<file path="config.mk">
export PLATFORM = sky130hd
export DESIGN_NAME = divisor_count_trial
export DESIGN_NICKNAME = d
export VERILOG_FILES = /design/src/rtl/dct_pkg.sv /design/src/rtl/dct_alu.sv /design/src/rtl/dct_ctrl.sv /design/src/rtl/divisor_count_trial.sv
export SDC_FILE = /design/constraint.sdc
export NUM_CORES = 2
export LEC_CHECK = 0
export BUFFER_PORTS_ARGS = -buffer_cell sky130_fd_sc_hd__clkbuf_2
export CAP_MARGIN = 25
export CORE_ASPECT_RATIO = 1.2
export CORE_MARGIN = 2
export CORE_UTILIZATION = 50
export DETAILED_ROUTE_END_ITERATION = 6
export GPL_TIMING_DRIVEN = 1
export PLACE_DENSITY_LB_ADDON = 0.12
export REMOVE_ABC_BUFFERS = 1
export SETUP_SLACK_MARGIN = 0.1
export SYNTH_ARGS = -nofsm -noshare
export SYNTH_HDL_FRONTEND = slang
export SYNTH_SLANG_ARGS = --single-unit
</file>
<file path="constraint.sdc">
create_clock -name clk -period 6.89 [get_ports clk]
set_clock_uncertainty 0.2 [all_clocks]
set_input_delay 1.378 -clock clk [delete_from_list [all_inputs] [get_ports clk]]
set_output_delay 1.378 -clock clk [all_outputs]
set_load 0.005 [all_outputs]
</file>
<file path="src/rtl/dct_pkg.sv">
// ============================================================================
// dct_pkg: shared types and constants for the divisor counter
// Holds field widths, the limit at reset, the primality bases, the
// shared-unit operation codes and the sequencer states.
// ============================================================================
`default_nettype none

package dct_pkg;

    localparam int NUM_WIDTH_DEF = 64;
    localparam int IN_W          = 64;
    localparam int LIMIT_W       = 64;
    localparam int TOTAL_W       = 17;
    localparam int OUT_TDATA_W   = 24;

    localparam logic [LIMIT_W-1:0] LIMIT_RESET = 64'd9999999999999999;

    // Bases of the strong probable-prime test; together they decide every
    // 64-bit number exactly.
    localparam int MR_NUM_BASES = 12;
    localparam int BASE_W       = 6;
    localparam logic [BASE_W-1:0] MR_BASES [MR_NUM_BASES] = '{
        6'd2, 6'd3, 6'd5, 6'd7, 6'd11, 6'd13, 6'd17, 6'd19, 6'd23, 6'd29, 6'd31, 6'd37
    };

    typedef enum logic [1:0] {
        ALU_DIV,
        ALU_MULMOD,
        ALU_SQRT
    } alu_op_t;

    typedef struct packed {
        logic    start;
        alu_op_t op;
    } alu_req_t;

    typedef enum logic [4:0] {
        ST_IDLE,
        ST_CHECK,
        ST_TRIAL_ISSUE,
        ST_TRIAL_WAIT,
        ST_FOLD,
        ST_REM,
        ST_BASE_CHECK,
        ST_BASE_WAIT,
        ST_MR_SETUP,
        ST_MR_SHIFT,
        ST_MR_BASE,
        ST_MR_SQ,
        ST_MR_SQ_WAIT,
        ST_MR_MUL,
        ST_MR_MUL_WAIT,
        ST_MR_TEST,
        ST_MR_LOOP,
        ST_MR_LOOP_WAIT,
        ST_SQRT_ISSUE,
        ST_SQRT_WAIT,
        ST_DONE
    } ctrl_state_t;

endpackage

`default_nettype wire

</file>
<file path="src/rtl/dct_alu.sv">
// ============================================================================
// dct_alu: shared bit-serial arithmetic unit
// One compare-and-subtract datapath, reused for restoring division,
// shift-and-add modular multiplication and digit-by-digit square root.
// ============================================================================
`default_nettype none

module dct_alu #(
    parameter int NUM_WIDTH = dct_pkg::NUM_WIDTH_DEF
) (
    input  wire logic                 clk,
    input  wire logic                 rst_n,
    input  wire dct_pkg::alu_req_t    req,
    input  wire logic [NUM_WIDTH-1:0] opa,
    input  wire logic [NUM_WIDTH-1:0] opb,
    input  wire logic [NUM_WIDTH-1:0] opm,
    output logic                      done,
    output logic [NUM_WIDTH-1:0]      res_q,
    output logic [NUM_WIDTH-1:0]      res_r
);
    import dct_pkg::*;

    localparam int DW    = NUM_WIDTH + (NUM_WIDTH % 2);
    localparam int HW    = DW / 2;
    localparam int CNT_W = $clog2(DW + 1);

    logic              busy_reg, busy_next;
    logic              done_reg, done_next;
    logic              phase_reg, phase_next;
    alu_op_t           op_reg, op_next;
    logic [CNT_W-1:0]  cnt_reg, cnt_next;
    logic [DW-1:0]     sh_reg, sh_next;
    logic [DW-1:0]     acc_reg, acc_next;
    logic [DW-1:0]     sub_reg, sub_next;
    logic [DW-1:0]     add_reg, add_next;
    logic [HW-1:0]     root_reg, root_next;

    logic [DW-1:0]     addend;
    logic [DW+1:0]     cand;
    logic [DW+1:0]     subtr;
    logic [DW+1:0]     diff;
    logic              ge;
    logic [DW-1:0]     step_rem;
    logic              last;

    // Multiply: even phase doubles the accumulator, odd phase adds the
    // multiplicand when the current multiplier bit is set.
    assign addend = phase_reg ? (sh_reg[DW-1] ? add_reg : '0) : acc_reg;

    always_comb
    begin
        cand  = '0;
        subtr = {2'b00, sub_reg};
        unique case (op_reg)
            ALU_DIV:    cand = {1'b0, acc_reg, sh_reg[DW-1]};
            ALU_MULMOD: cand = {2'b00, acc_reg} + {2'b00, addend};
            ALU_SQRT:
            begin
                cand  = {acc_reg, sh_reg[DW-1 -: 2]};
                subtr = (DW+2)'({root_reg, 2'b01});
            end
            default:    cand = '0;
        endcase
    end

    assign ge       = (cand >= subtr);
    assign diff     = cand - subtr;
    assign step_rem = ge ? diff[DW-1:0] : cand[DW-1:0];
    assign last     = (cnt_reg == CNT_W'(1));

    always_comb
    begin
        busy_next  = busy_reg;
        done_next  = 1'b0;
        phase_next = phase_reg;
        op_next    = op_reg;
        cnt_next   = cnt_reg;
        sh_next    = sh_reg;
        acc_next   = acc_reg;
        sub_next   = sub_reg;
        add_next   = add_reg;
        root_next  = root_reg;
        if (busy_reg)
        begin
            acc_next = step_rem;
            unique case (op_reg)
                ALU_DIV:
                begin
                    sh_next  = {sh_reg[DW-2:0], ge};
                    cnt_next = cnt_reg - CNT_W'(1);
                    if (last)
                    begin
                        busy_next = 1'b0;
                        done_next = 1'b1;
                    end
                end
                ALU_MULMOD:
                begin
                    phase_next = !phase_reg;
                    if (phase_reg)
                    begin
                        sh_next  = {sh_reg[DW-2:0], 1'b0};
                        cnt_next = cnt_reg - CNT_W'(1);
                        if (last)
                        begin
                            busy_next = 1'b0;
                            done_next = 1'b1;
                        end
                    end
                end
                ALU_SQRT:
                begin
                    sh_next   = {sh_reg[DW-3:0], 2'b00};
                    root_next = {root_reg[HW-2:0], ge};
                    cnt_next  = cnt_reg - CNT_W'(1);
                    if (last)
                    begin
                        busy_next = 1'b0;
                        done_next = 1'b1;
                    end
                end
                default: busy_next = 1'b0;
            endcase
        end
        else if (req.start)
        begin
            busy_next  = 1'b1;
            op_next    = req.op;
            phase_next = 1'b0;
            acc_next   = '0;
            root_next  = '0;
            sub_next   = DW'((req.op == ALU_DIV) ? opb : opm);
            add_next   = DW'(opa);
            sh_next    = DW'((req.op == ALU_MULMOD) ? opb : opa);
            cnt_next   = (req.op == ALU_SQRT) ? CNT_W'(HW) : CNT_W'(DW);
        end
    end

    always_ff @(posedge clk or negedge rst_n)
    begin
        if (!rst_n)
        begin
            busy_reg  <= 1'b0;
            done_reg  <= 1'b0;
            phase_reg <= 1'b0;
            op_reg    <= ALU_DIV;
            cnt_reg   <= '0;
        end
        else
        begin
            busy_reg  <= busy_next;
            done_reg  <= done_next;
            phase_reg <= phase_next;
            op_reg    <= op_next;
            cnt_reg   <= cnt_next;
        end
    end

    always_ff @(posedge clk)
    begin
        sh_reg   <= sh_next;
        acc_reg  <= acc_next;
        sub_reg  <= sub_next;
        add_reg  <= add_next;
        root_reg <= root_next;
    end

    assign done  = done_reg;
    assign res_q = NUM_WIDTH'((op_reg == ALU_SQRT) ? DW'(root_reg) : sh_reg);
    assign res_r = NUM_WIDTH'(acc_reg);

endmodule

`default_nettype wire

</file>
<file path="src/rtl/dct_ctrl.sv">
// ============================================================================
// dct_ctrl: sequencer of the divisor counter
// Trial division up to the cube root, then a small-base check, a strong
// probable-prime test and a square test of the cofactor that is left.
// ============================================================================
`default_nettype none

module dct_ctrl #(
    parameter int NUM_WIDTH = dct_pkg::NUM_WIDTH_DEF
) (
    input  wire logic                         clk,
    input  wire logic                         rst_n,
    input  wire logic                         in_valid,
    output logic                              in_ready,
    input  wire logic [dct_pkg::IN_W-1:0]     number,
    input  wire logic [dct_pkg::LIMIT_W-1:0]  upper_limit,
    output logic                              res_valid,
    input  wire logic                         out_free,
    output logic [dct_pkg::TOTAL_W-1:0]       res_total,
    output logic                              res_too_large,
    output dct_pkg::alu_req_t                 alu_req,
    output logic [NUM_WIDTH-1:0]              alu_a,
    output logic [NUM_WIDTH-1:0]              alu_b,
    output logic [NUM_WIDTH-1:0]              alu_m,
    input  wire logic                         alu_done,
    input  wire logic [NUM_WIDTH-1:0]         alu_q,
    input  wire logic [NUM_WIDTH-1:0]         alu_r
);
    import dct_pkg::*;

    localparam int P_W   = NUM_WIDTH / 3 + 2;
    localparam int CW    = NUM_WIDTH + 3;
    localparam int EXP_W = $clog2(NUM_WIDTH + 1);
    localparam int BIT_W = $clog2(NUM_WIDTH);
    localparam int IDX_W = $clog2(MR_NUM_BASES);
    localparam logic [IDX_W-1:0] LAST_IDX = IDX_W'(MR_NUM_BASES - 1);

    ctrl_state_t          state_reg, state_next;
    logic [NUM_WIDTH-1:0] n_reg, n_next;
    logic [P_W-1:0]       p_reg, p_next;
    logic [CW-1:0]        cube_reg, cube_next;
    logic [CW-1:0]        d1_reg, d1_next;
    logic [CW-1:0]        e1_reg, e1_next;
    logic [EXP_W-1:0]     exp_reg, exp_next;
    logic [TOTAL_W-1:0]   total_reg, total_next;
    logic                 flag_reg, flag_next;
    logic [IDX_W-1:0]     idx_reg, idx_next;
    logic [NUM_WIDTH-1:0] d_reg, d_next;
    logic [EXP_W-1:0]     s_reg, s_next;
    logic [NUM_WIDTH-1:0] x_reg, x_next;
    logic [BIT_W-1:0]     bit_reg, bit_next;
    logic [EXP_W-1:0]     rcnt_reg, rcnt_next;

    logic [NUM_WIDTH-1:0] n_in;
    logic [NUM_WIDTH-1:0] nm1;
    logic [NUM_WIDTH-1:0] base_val;
    logic [EXP_W:0]       fold_factor;
    logic [TOTAL_W-1:0]   total_x2;
    logic [TOTAL_W-1:0]   total_x3;
    logic [TOTAL_W-1:0]   total_x4;

    assign n_in        = number[NUM_WIDTH-1:0];
    assign nm1         = n_reg - NUM_WIDTH'(1);
    assign base_val    = NUM_WIDTH'(MR_BASES[idx_reg]);
    assign fold_factor = (EXP_W+1)'(exp_reg) + (EXP_W+1)'(1);
    assign total_x2    = {total_reg[TOTAL_W-2:0], 1'b0};
    assign total_x3    = total_reg + total_x2;
    assign total_x4    = {total_reg[TOTAL_W-3:0], 2'b00};

    always_comb
    begin
        state_next = state_reg;
        n_next     = n_reg;
        p_next     = p_reg;
        cube_next  = cube_reg;
        d1_next    = d1_reg;
        e1_next    = e1_reg;
        exp_next   = exp_reg;
        total_next = total_reg;
        flag_next  = flag_reg;
        idx_next   = idx_reg;
        d_next     = d_reg;
        s_next     = s_reg;
        x_next     = x_reg;
        bit_next   = bit_reg;
        rcnt_next  = rcnt_reg;
        alu_req    = '{start: 1'b0, op: ALU_DIV};
        alu_a      = n_reg;
        alu_b      = NUM_WIDTH'(p_reg);
        alu_m      = n_reg;
        in_ready   = 1'b0;
        res_valid  = 1'b0;

        unique case (state_reg)
            ST_IDLE:
            begin
                in_ready = 1'b1;
                if (in_valid)
                begin
                    n_next   = n_in;
                    p_next   = P_W'(2);
                    cube_next = CW'(8);
                    exp_next = '0;
                    if (LIMIT_W'(n_in) > upper_limit)
                    begin
                        flag_next  = 1'b1;
                        total_next = '0;
                        state_next = ST_DONE;
                    end
                    else if (n_in == '0)
                    begin
                        flag_next  = 1'b0;
                        total_next = '0;
                        state_next = ST_DONE;
                    end
                    else
                    begin
                        flag_next  = 1'b0;
                        total_next = TOTAL_W'(1);
                        state_next = ST_CHECK;
                    end
                end
            end
            ST_CHECK:
            begin
                if (cube_reg <= CW'(n_reg))
                    state_next = ST_TRIAL_ISSUE;
                else
                    state_next = ST_REM;
            end
            ST_TRIAL_ISSUE:
            begin
                alu_req    = '{start: 1'b1, op: ALU_DIV};
                state_next = ST_TRIAL_WAIT;
            end
            ST_TRIAL_WAIT:
            begin
                if (alu_done)
                begin
                    if (alu_r == '0)
                    begin
                        n_next     = alu_q;
                        exp_next   = exp_reg + EXP_W'(1);
                        state_next = ST_TRIAL_ISSUE;
                    end
                    else
                        state_next = ST_FOLD;
                end
            end
            ST_FOLD:
            begin
                total_next = TOTAL_W'(total_reg * fold_factor);
                exp_next   = '0;
                // cube advances by running differences: no multiplier needed
                if (p_reg == P_W'(2))
                begin
                    p_next    = P_W'(3);
                    cube_next = CW'(27);
                    d1_next   = CW'(98);
                    e1_next   = CW'(120);
                end
                else
                begin
                    p_next    = p_reg + P_W'(2);
                    cube_next = cube_reg + d1_reg;
                    d1_next   = d1_reg + e1_reg;
                    e1_next   = e1_reg + CW'(48);
                end
                state_next = ST_CHECK;
            end
            ST_REM:
            begin
                idx_next = '0;
                if (n_reg == NUM_WIDTH'(1))
                    state_next = ST_DONE;
                else
                    state_next = ST_BASE_CHECK;
            end
            ST_BASE_CHECK:
            begin
                if (n_reg == base_val)
                begin
                    total_next = total_x2;
                    state_next = ST_DONE;
                end
                else
                begin
                    alu_req    = '{start: 1'b1, op: ALU_DIV};
                    alu_b      = base_val;
                    state_next = ST_BASE_WAIT;
                end
            end
            ST_BASE_WAIT:
            begin
                if (alu_done)
                begin
                    if (alu_r == '0)
                        state_next = ST_SQRT_ISSUE;
                    else if (idx_reg == LAST_IDX)
                        state_next = ST_MR_SETUP;
                    else
                    begin
                        idx_next   = idx_reg + IDX_W'(1);
                        state_next = ST_BASE_CHECK;
                    end
                end
            end
            ST_MR_SETUP:
            begin
                d_next     = nm1;
                s_next     = '0;
                state_next = ST_MR_SHIFT;
            end
            ST_MR_SHIFT:
            begin
                if (!d_reg[0])
                begin
                    d_next = {1'b0, d_reg[NUM_WIDTH-1:1]};
                    s_next = s_reg + EXP_W'(1);
                end
                else
                begin
                    idx_next   = '0;
                    state_next = ST_MR_BASE;
                end
            end
            ST_MR_BASE:
            begin
                x_next     = NUM_WIDTH'(1);
                bit_next   = BIT_W'(NUM_WIDTH - 1);
                state_next = ST_MR_SQ;
            end
            ST_MR_SQ:
            begin
                alu_req    = '{start: 1'b1, op: ALU_MULMOD};
                alu_a      = x_reg;
                alu_b      = x_reg;
                state_next = ST_MR_SQ_WAIT;
            end
            ST_MR_SQ_WAIT:
            begin
                if (alu_done)
                begin
                    x_next     = alu_r;
                    state_next = ST_MR_MUL;
                end
            end
            ST_MR_MUL:
            begin
                if (d_reg[bit_reg])
                begin
                    alu_req    = '{start: 1'b1, op: ALU_MULMOD};
                    alu_a      = base_val;
                    alu_b      = x_reg;
                    state_next = ST_MR_MUL_WAIT;
                end
                else if (bit_reg == '0)
                    state_next = ST_MR_TEST;
                else
                begin
                    bit_next   = bit_reg - BIT_W'(1);
                    state_next = ST_MR_SQ;
                end
            end
            ST_MR_MUL_WAIT:
            begin
                if (alu_done)
                begin
                    x_next = alu_r;
                    if (bit_reg == '0)
                        state_next = ST_MR_TEST;
                    else
                    begin
                        bit_next   = bit_reg - BIT_W'(1);
                        state_next = ST_MR_SQ;
                    end
                end
            end
            ST_MR_TEST:
            begin
                if ((x_reg == NUM_WIDTH'(1)) || (x_reg == nm1))
                begin
                    if (idx_reg == LAST_IDX)
                    begin
                        total_next = total_x2;
                        state_next = ST_DONE;
                    end
                    else
                    begin
                        idx_next   = idx_reg + IDX_W'(1);
                        state_next = ST_MR_BASE;
                    end
                end
                else
                begin
                    rcnt_next  = EXP_W'(1);
                    state_next = ST_MR_LOOP;
                end
            end
            ST_MR_LOOP:
            begin
                if (rcnt_reg < s_reg)
                begin
                    alu_req    = '{start: 1'b1, op: ALU_MULMOD};
                    alu_a      = x_reg;
                    alu_b      = x_reg;
                    state_next = ST_MR_LOOP_WAIT;
                end
                else
                    state_next = ST_SQRT_ISSUE;
            end
            ST_MR_LOOP_WAIT:
            begin
                if (alu_done)
                begin
                    x_next = alu_r;
                    if (alu_r == nm1)
                    begin
                        if (idx_reg == LAST_IDX)
                        begin
                            total_next = total_x2;
                            state_next = ST_DONE;
                        end
                        else
                        begin
                            idx_next   = idx_reg + IDX_W'(1);
                            state_next = ST_MR_BASE;
                        end
                    end
                    else
                    begin
                        rcnt_next  = rcnt_reg + EXP_W'(1);
                        state_next = ST_MR_LOOP;
                    end
                end
            end
            ST_SQRT_ISSUE:
            begin
                alu_req    = '{start: 1'b1, op: ALU_SQRT};
                state_next = ST_SQRT_WAIT;
            end
            ST_SQRT_WAIT:
            begin
                if (alu_done)
                begin
                    // zero remainder: the cofactor is a prime squared
                    total_next = (alu_r == '0) ? total_x3 : total_x4;
                    state_next = ST_DONE;
                end
            end
            ST_DONE:
            begin
                res_valid = 1'b1;
                if (out_free)
                    state_next = ST_IDLE;
            end
            default: state_next = ST_IDLE;
        endcase
    end

    always_ff @(posedge clk or negedge rst_n)
    begin
        if (!rst_n)
            state_reg <= ST_IDLE;
        else
            state_reg <= state_next;
    end

    always_ff @(posedge clk)
    begin
        n_reg     <= n_next;
        p_reg     <= p_next;
        cube_reg  <= cube_next;
        d1_reg    <= d1_next;
        e1_reg    <= e1_next;
        exp_reg   <= exp_next;
        total_reg <= total_next;
        flag_reg  <= flag_next;
        idx_reg   <= idx_next;
        d_reg     <= d_next;
        s_reg     <= s_next;
        x_reg     <= x_next;
        bit_reg   <= bit_next;
        rcnt_reg  <= rcnt_next;
    end

    assign res_total     = total_reg;
    assign res_too_large = flag_reg;

endmodule

`default_nettype wire

</file>
<file path="src/rtl/divisor_count_trial.sv">
// ============================================================================
// divisor_count_trial: count the positive divisors of one unsigned number
// Stream in one number, stream out its divisor count and a too-large flag.
// ============================================================================
// Flow: a rejected or zero number goes to its result straight after the
//   range check. Otherwise restoring divisions in the shared unit by each
//   trial divisor (two, then the odd numbers) up to the cube root of n,
//   then the primality test by modular products in the shared unit and
//   the square test by a square root of the cofactor.
// Throughput: one number at a time; the next input beat is taken once the
//   result has moved into the output register.
// Reset: asynchronous, active low; upper_limit returns to 9999999999999999,
//   no clearing pass.
// ============================================================================
`default_nettype none

module divisor_count_trial #(
    parameter int NUM_WIDTH = dct_pkg::NUM_WIDTH_DEF
) (
    input  wire logic                             clk,
    input  wire logic                             rst_n,
    // slave side
    input  wire logic                             s_axis_tvalid,
    output logic                                  s_axis_tready,
    input  wire logic [dct_pkg::IN_W-1:0]         s_axis_tdata,  // [63:0] number_in
    // master side
    output logic                                  m_axis_tvalid,
    input  wire logic                             m_axis_tready,
    output logic [dct_pkg::OUT_TDATA_W-1:0]       m_axis_tdata,  // [16:0] divisor_total
    output logic                                  m_axis_tuser,  // [0] too_large
    // configuration write channel: upper_limit
    input  wire logic                             cfg_valid,
    output logic                                  cfg_ready,
    input  wire logic [dct_pkg::LIMIT_W-1:0]      cfg_data
);
    import dct_pkg::*;

    logic [LIMIT_W-1:0]   limit_reg;

    logic                 out_valid_reg;
    logic [TOTAL_W-1:0]   out_total_reg;
    logic                 out_flag_reg;
    logic                 out_free;

    logic                 res_valid;
    logic [TOTAL_W-1:0]   res_total;
    logic                 res_too_large;

    alu_req_t             alu_req;
    logic [NUM_WIDTH-1:0] alu_a;
    logic [NUM_WIDTH-1:0] alu_b;
    logic [NUM_WIDTH-1:0] alu_m;
    logic                 alu_done;
    logic [NUM_WIDTH-1:0] alu_q;
    logic [NUM_WIDTH-1:0] alu_r;

    // Configuration is always accepted; the limit is to be written only while
    // the block is idle (the block does not enforce this), so no shadowing is needed.
    assign cfg_ready = 1'b1;

    always_ff @(posedge clk or negedge rst_n)
    begin
        if (!rst_n)
            limit_reg <= LIMIT_RESET;
        else if (cfg_valid)
            limit_reg <= cfg_data;
    end

    // Output register: the sequencer parks in its done state until this
    // slot is empty or being drained in the same cycle.
    assign out_free = !out_valid_reg || m_axis_tready;

    always_ff @(posedge clk or negedge rst_n)
    begin
        if (!rst_n)
            out_valid_reg <= 1'b0;
        else if (res_valid && out_free)
            out_valid_reg <= 1'b1;
        else if (m_axis_tready)
            out_valid_reg <= 1'b0;
    end

    // Payload: load a finished beat, hold it while stalled.
    always_ff @(posedge clk)
    begin
        if (res_valid && out_free)
        begin
            out_total_reg <= res_total;
            out_flag_reg  <= res_too_large;
        end
    end

    assign m_axis_tvalid = out_valid_reg;
    assign m_axis_tdata  = OUT_TDATA_W'(out_total_reg);
    assign m_axis_tuser  = out_flag_reg;

    // Sequencer: range check, trial division, cofactor classification.
    dct_ctrl #(
        .NUM_WIDTH (NUM_WIDTH)
    ) u_ctrl (
        .clk           (clk),
        .rst_n         (rst_n),
        .in_valid      (s_axis_tvalid),
        .in_ready      (s_axis_tready),
        .number        (s_axis_tdata),
        .upper_limit   (limit_reg),
        .res_valid     (res_valid),
        .out_free      (out_free),
        .res_total     (res_total),
        .res_too_large (res_too_large),
        .alu_req       (alu_req),
        .alu_a         (alu_a),
        .alu_b         (alu_b),
        .alu_m         (alu_m),
        .alu_done      (alu_done),
        .alu_q         (alu_q),
        .alu_r         (alu_r)
    );

    // Shared unit: every division, modular product and square root of the
    // flow goes through this one compare-and-subtract datapath.
    dct_alu #(
        .NUM_WIDTH (NUM_WIDTH)
    ) u_alu (
        .clk   (clk),
        .rst_n (rst_n),
        .req   (alu_req),
        .opa   (alu_a),
        .opb   (alu_b),
        .opm   (alu_m),
        .done  (alu_done),
        .res_q (alu_q),
        .res_r (alu_r)
    );

endmodule

`default_nettype wire

</file>
# == Yosys cells after proc, flatten, opt, wreduce, memory -nomap -nowiden ==
# Memory sizes are Yosys's and may differ from the RTL's.
# Cells that the tools add are included.
# word_totals
ff_bits,853
mem_bits_ro,96
input_bits,133
out_inout_bits,28
elab_cells,276
mem_count,1
# classes
add_sub_neg,15
mul,1
magnitude_cmp,6
n_eq_ne,56
n_mux,125
bitwise,2
n_reduce_logical,40
# memory_table
name,words,width,rd,rd_ports_with_merged_regs,write_ports,line,text
(no name shown),16,6,1,0,0,dct_ctrl.sv:64,assign base_val = NUM_WIDTH'(MR_BASES[idx_reg]);
# op_table
op,count
$mux W64,21
$pmux W64 S2,3
$pmux W64 S3,2
$pmux W64 S4,1
$pmux W66 S3,1
$mux W17,9
$add A67 B67 Y67,2
$mux W67,2
$pmux W67 S2,1
$eq A64 B1 Y1 const B,2
$eq A64 B64 Y1,2
$logic_not A64 Y1,2
$pmux W5 S21,1
$pmux W17 S6,1
$mux W32,3
$mux W5,18
$mux W7,11
$mux W23,3
$add A67 B6 Y67 const B,1
$le A67 B64 Y1,1
$ge A66 B64 Y1,1
$add A64 B64 Y65,1
$eq A64 B6 Y1,1
$gt A64 B64 Y1,1
59 further kinds,154

# == Longest topological paths before layout ==
# logic_depth
depth_word,11
mapped_depth,36

# == Cells and area by module ==
# A second synthesis with hierarchy kept.
# hier_totals
cells_unflattened,7489
area_unflattened_um2,68743.4
# by_module_without_submodules
mod,instances,cells_per_inst,area_each_um2,seq_area_each_um2
dct_ctrl,1,4732,41365.9,13878.3
dct_alu,1,2590,24003.0,8948.6
divisor_count_trial,1,167,3374.5,2210.9

# == Worst setup path after synthesis ==
# OpenSTA, ideal clock, no wires.
# synth_path
path_kind,register -> register
startpoint,"register u_alu.acc_reg[19], in the netlist u_alu.res_r[19]"
endpoint,"register u_ctrl.n_reg[0], in the netlist u_ctrl.alu_m[0], enable pin"
arrival_time_ns,6.804
t_required_ns,6.116
slack_ns,-0.688
path_stages_with_launch,7
synth_period_minus_slack_ns,7.578
path_cell_list,edfxtp_1 -> clkbuf_1 -> nor4_1 -> nand4_1 -> nor4_1 -> clkinv_1 -> o21ai_0
# synth_via
elab_chain_len,3
# synth_lines
item,line,text
from (decl),dct_alu.sv:33,"logic [DW-1:0] acc_reg, acc_next;"
from (signal assigned),dct_alu.sv:162,acc_reg <= acc_next;
$logic_not A64 Y1,dct_ctrl.sv:140,if (alu_r == '0)
$ne A2 B1 Y1 (no line),-,
$reduce_and A4 Y1 (no line),-,
to (signal assigned),dct_ctrl.sv:371,n_reg <= n_next;
to (decl),dct_ctrl.sv:39,"logic [NUM_WIDTH-1:0] n_reg, n_next;"
# No other way between the ends.
# A chain may end at the register's enable or synchronous reset.

# == Worst setup path in the final report ==
# layout_path
startpoint,"register u_ctrl.n_reg[3], in the netlist u_ctrl.alu_m[3]"
endpoint,"register u_ctrl.total_reg[2], in the netlist u_ctrl.res_total[2], enable pin"
# layout_via
elab_chain_len,5
word_cells_on_any_way,9
classes_between,add/sub: 1; eq/ne: 6; reduce/logical: 2
# layout_lines
item,line,text
$sub A64 B1 Y64,dct_ctrl.sv:63,assign nm1 = n_reg - NUM_WIDTH'(1);
$eq A64 B64 Y1,dct_ctrl.sv:281,if ((x_reg == NUM_WIDTH'(1)) || (x_reg == nm1))
$logic_or A1 B1 Y1,dct_ctrl.sv:281,
$ne A2 B1 Y1 (no line),-,
$reduce_and A7 Y1 (no line) (*),-,
to (signal assigned),dct_ctrl.sv:377,total_reg <= total_next;
to (decl),dct_ctrl.sv:45,"logic [TOTAL_W-1:0] total_reg, total_next;"
# Mark *: on every way between the ends. The rest lies on a longest branch, timed or not.

==> results.sh <==
export IMPL_status="complete, but fails checks"
export IMPL_failed_checks="DRC"
export IMPL_period_share_pct=98.4
export IMPL_seq_area_sq_um=25000
export IMPL_fp_dieW_um=332
export IMPL_cts_max_level=3
export IMPL_portBuffers=152
export IMPL_worstSetupEndpointType="register"
export IMPL_synth_cell_types=91
export IMPL_grt_max_degree=95
export IMPL_crit_type="register to register"
export IMPL_fp_row_count=144
export IMPL_cp_start_kind="register"
export IMPL_numCtsBuffers=97
export IMPL_grt_pass1_wl_um=390000
export IMPL_yosysMostFrequentCell="nand2_1"
export IMPL_drive_above_1_share_pct=13.5
export IMPL_p_clk_share_pct=10.9
export IMPL_hold_path_class="register to register"
export IMPL_drt_total_wl_um=276000
export IMPL_gp_congestion=1.08
export IMPL_wl_per_cell_um=29.6
export IMPL_combPwrFrac_pct=68.6
export IMPL_syn_area_sq_um=64600
export IMPL_p_per_area_nw_per_um2=662
export IMPL_critPathBufInv=2
export IMPL_final_min_clock_period_ns=6.78
export IMPL_root_buffer="clkbuf_16"
export IMPL_crit_family="simple AND/OR/NAND/NOR gates"
export IMPL_clock_latency_ns=0.74
export IMPL_die_area_sq_um=132000
export IMPL_synth_seq_cells=846
export IMPL_synthTopCellsByArea="edfxtp_1 36%, ha_1 8.7%, a21oi_1 4.7%"
export IMPL_chipHeight_um=398
export IMPL_drc=142
export IMPL_synth_cells_most_frequent="786 x nand2_1, 764 x edfxtp_1, 685 x nor2_1"
export IMPL_coreArea_sq_um=128000
export IMPL_first_iter_violations=7304
export IMPL_relSlewSlack_pct=21.4
export IMPL_setup_viol=0
export IMPL_power_frac_seq_pct=20.5
export IMPL_cts_hold_buf=0
export IMPL_post_dp_hpwl_um=215000
export IMPL_critPathMostFrequentCell="or4_1"
export IMPL_required_ns=7.12
export IMPL_grt_ovfl_total=0
export IMPL_n_fill_cell=11500
export IMPL_placedInstanceArea_sq_um=69800
export IMPL_cts_sinks=846
export IMPL_seq_area_frac_synth_pct=38.8
export IMPL_maxCapViolCount=0
export IMPL_yosys_warnings=0
export IMPL_yosysTopAreaCell="edfxtp_1"
export IMPL_slowest_stage="nor4_2"
export IMPL_largest_register_ffs=67
export IMPL_max_clock_freq_mhz=147
export IMPL_syn_to_final_growth_pct=15.0
export IMPL_synth_top_area_share_pct=35.5
export IMPL_p_int_mw=25.2
export IMPL_async_flop_share_pct=9.69
export IMPL_synth_flop_cell="edfxtp_1"
export IMPL_final_area_sq_um=74300
export IMPL_crit_fanout=16
export IMPL_syn_inst=7163
export IMPL_num_vias=60400
export IMPL_clock_path_buffers=3
export IMPL_netSwitchingPower_mw=24.0
export IMPL_fin_nets=8189
export IMPL_critPathArrivalTime_ns=7.01
export IMPL_tightest_slew_ns=1.17
export IMPL_drv_slew=0
export IMPL_final_util_pct=57.9
export IMPL_path_cells="or4_1 -> nor4_2 -> nand2_1 -> nor3_1 -> nor3_1 -> nor4_1 -> nand4_1 -> or4_1 -> or4_1 -> buf_4 -> o21ai_1 -> nand2_1 -> nor4_4 -> buf_12"
export IMPL_io_pins=161
export IMPL_first_global_vias=57900
export IMPL_final_antenna_net_count=0
export IMPL_antenna_found_initial=19
export IMPL_hold_violations=0
export IMPL_cts_tree="built"
export IMPL_peakVddDrop_mv=0.818
export IMPL_slowest_delay_ns=0.81
export IMPL_sw_frac_of_total_pct=48.8
export IMPL_drt_pre_antenna_iters=7
export IMPL_synth_edff_count=764
export IMPL_worst_setup_hold_path_clk_slew_ns=0.06
export IMPL_start_util_pct=50.4
export IMPL_multi_input_area_sq_um=37600
export IMPL_viasPerCell=6.48
export IMPL_synth_avg_cell_area_sq_um=9.02
export IMPL_rsz0062_at_grt="true"
export IMPL_power_leakage_nw=29.9
export IMPL_grtUsageTotal_pct=40.3
cell type report:
cell class / instances / area share [%]
inverters: 368 / 1.87
repair buffers: 655 / 6.68
clock inverters: 58 / 0.820
clock buffers: 124 / 3.50
well taps: 1679 / 2.83
flip-flops and latches: 846 / 33.7
multi-input cells: 5571 / 50.6
diodes: 11 / 0.0371
through the flow:
stage	hold WS, ns	cells	power (mW)	TNS, ns	setup slack, ns
after floorplan	0.200	6784	30.1	-429.48	-3.66
after global placement	0.270	9073	41.1	-8.18	-0.212
after detailed placement	0.271	9075	41.5	-8.79	-0.285
after CTS	0.286	9257	47.1	0	0.0234
after global routing	0.286	9301	52.3	-0.816	-0.0671
final	0.293	9312	49.2	0	0.110
placed cells by master (no fill, tap or decap), drive strengths merged, types with 18 or more instances in the layout:
cell,count
a2111oi,19
xnor2,300
inv,368
and2,96
buf,500
o22ai,35
dfstp,35
nor4,99
dfrtp,47
and3,70
o211ai,29
or4,26
fa,70
o31ai,18
ha,447
nand4,124
a222oi,56
xor2,207
a21oi,604
a21o,206
mux2i,87
nor3,123
nor2,686
clkbuf,279
nor2b,113
a22oi,106
clkinv,43
nand3,163
nand2b,57
a31oi,55
a211oi,62
edfxtp,764
nand2,786
or3,61
o21a,31
o21ai,515
mux4,20
a221oi,33
o21bai,38
worst paths after layout:
check,start,to,cells past startpoint,slack (ns)
worst max register to register,u_ctrl.alu_m[3],u_ctrl.res_total[2],14,0.11
worst min register to register,u_ctrl.res_too_large,m_axis_tuser,0,0.29
worst min-delay path,u_ctrl.res_too_large,m_axis_tuser,0,0.29
min in group asynchronous,rst_n,u_alu.done,1,0.39
worst max-delay path,u_ctrl.alu_m[3],u_ctrl.res_total[2],14,0.11
max in group asynchronous,rst_n,limit_reg[8],3,5.13
layer usage:
metal | GRT usage, % | part of all wire, %
met2 | 66.0 | 46
met4 | 32.7 | 9.4
met1 | 46.9 | 36
met5 | 0 | 0.024
met3 | 6.65 | 8.6
cell families after synthesis:
kind of cell | synth area share (%)
AOI/OAI and AO/OA | 19.1
other | 0.0116
DFF | 38.8
muxes | 2.10
adders and majority gates | 10.8
and+or+nand+nor | 17.7
xor gates and xnor gates | 7.01
buffers and inverters | 4.44
power groups by stage:
stage | Combinational [mW] | Sequential, mW | Clock [mW]
floorplan | 20.6 | 9.52 | 0
global placement | 31.0 | 10.1 | 0
detailed placement | 31.4 | 10.1 | 0
CTS | 31.7 | 10.0 | 5.38
global route | 36.6 | 10.1 | 5.56
finish | 33.8 | 10.1 | 5.35
timing repair:
item / 4_1_cts / 5_1_grt
setup buffers: 0 / 35
hold endpoints to repair: 0 / 0
pin swaps: 5 / 92
resized for setup: 31 / 158
cloned: 0 / 5
setup endpoints to repair: 66 / 66
Note: power is estimated with default switching activity, not from simulation.
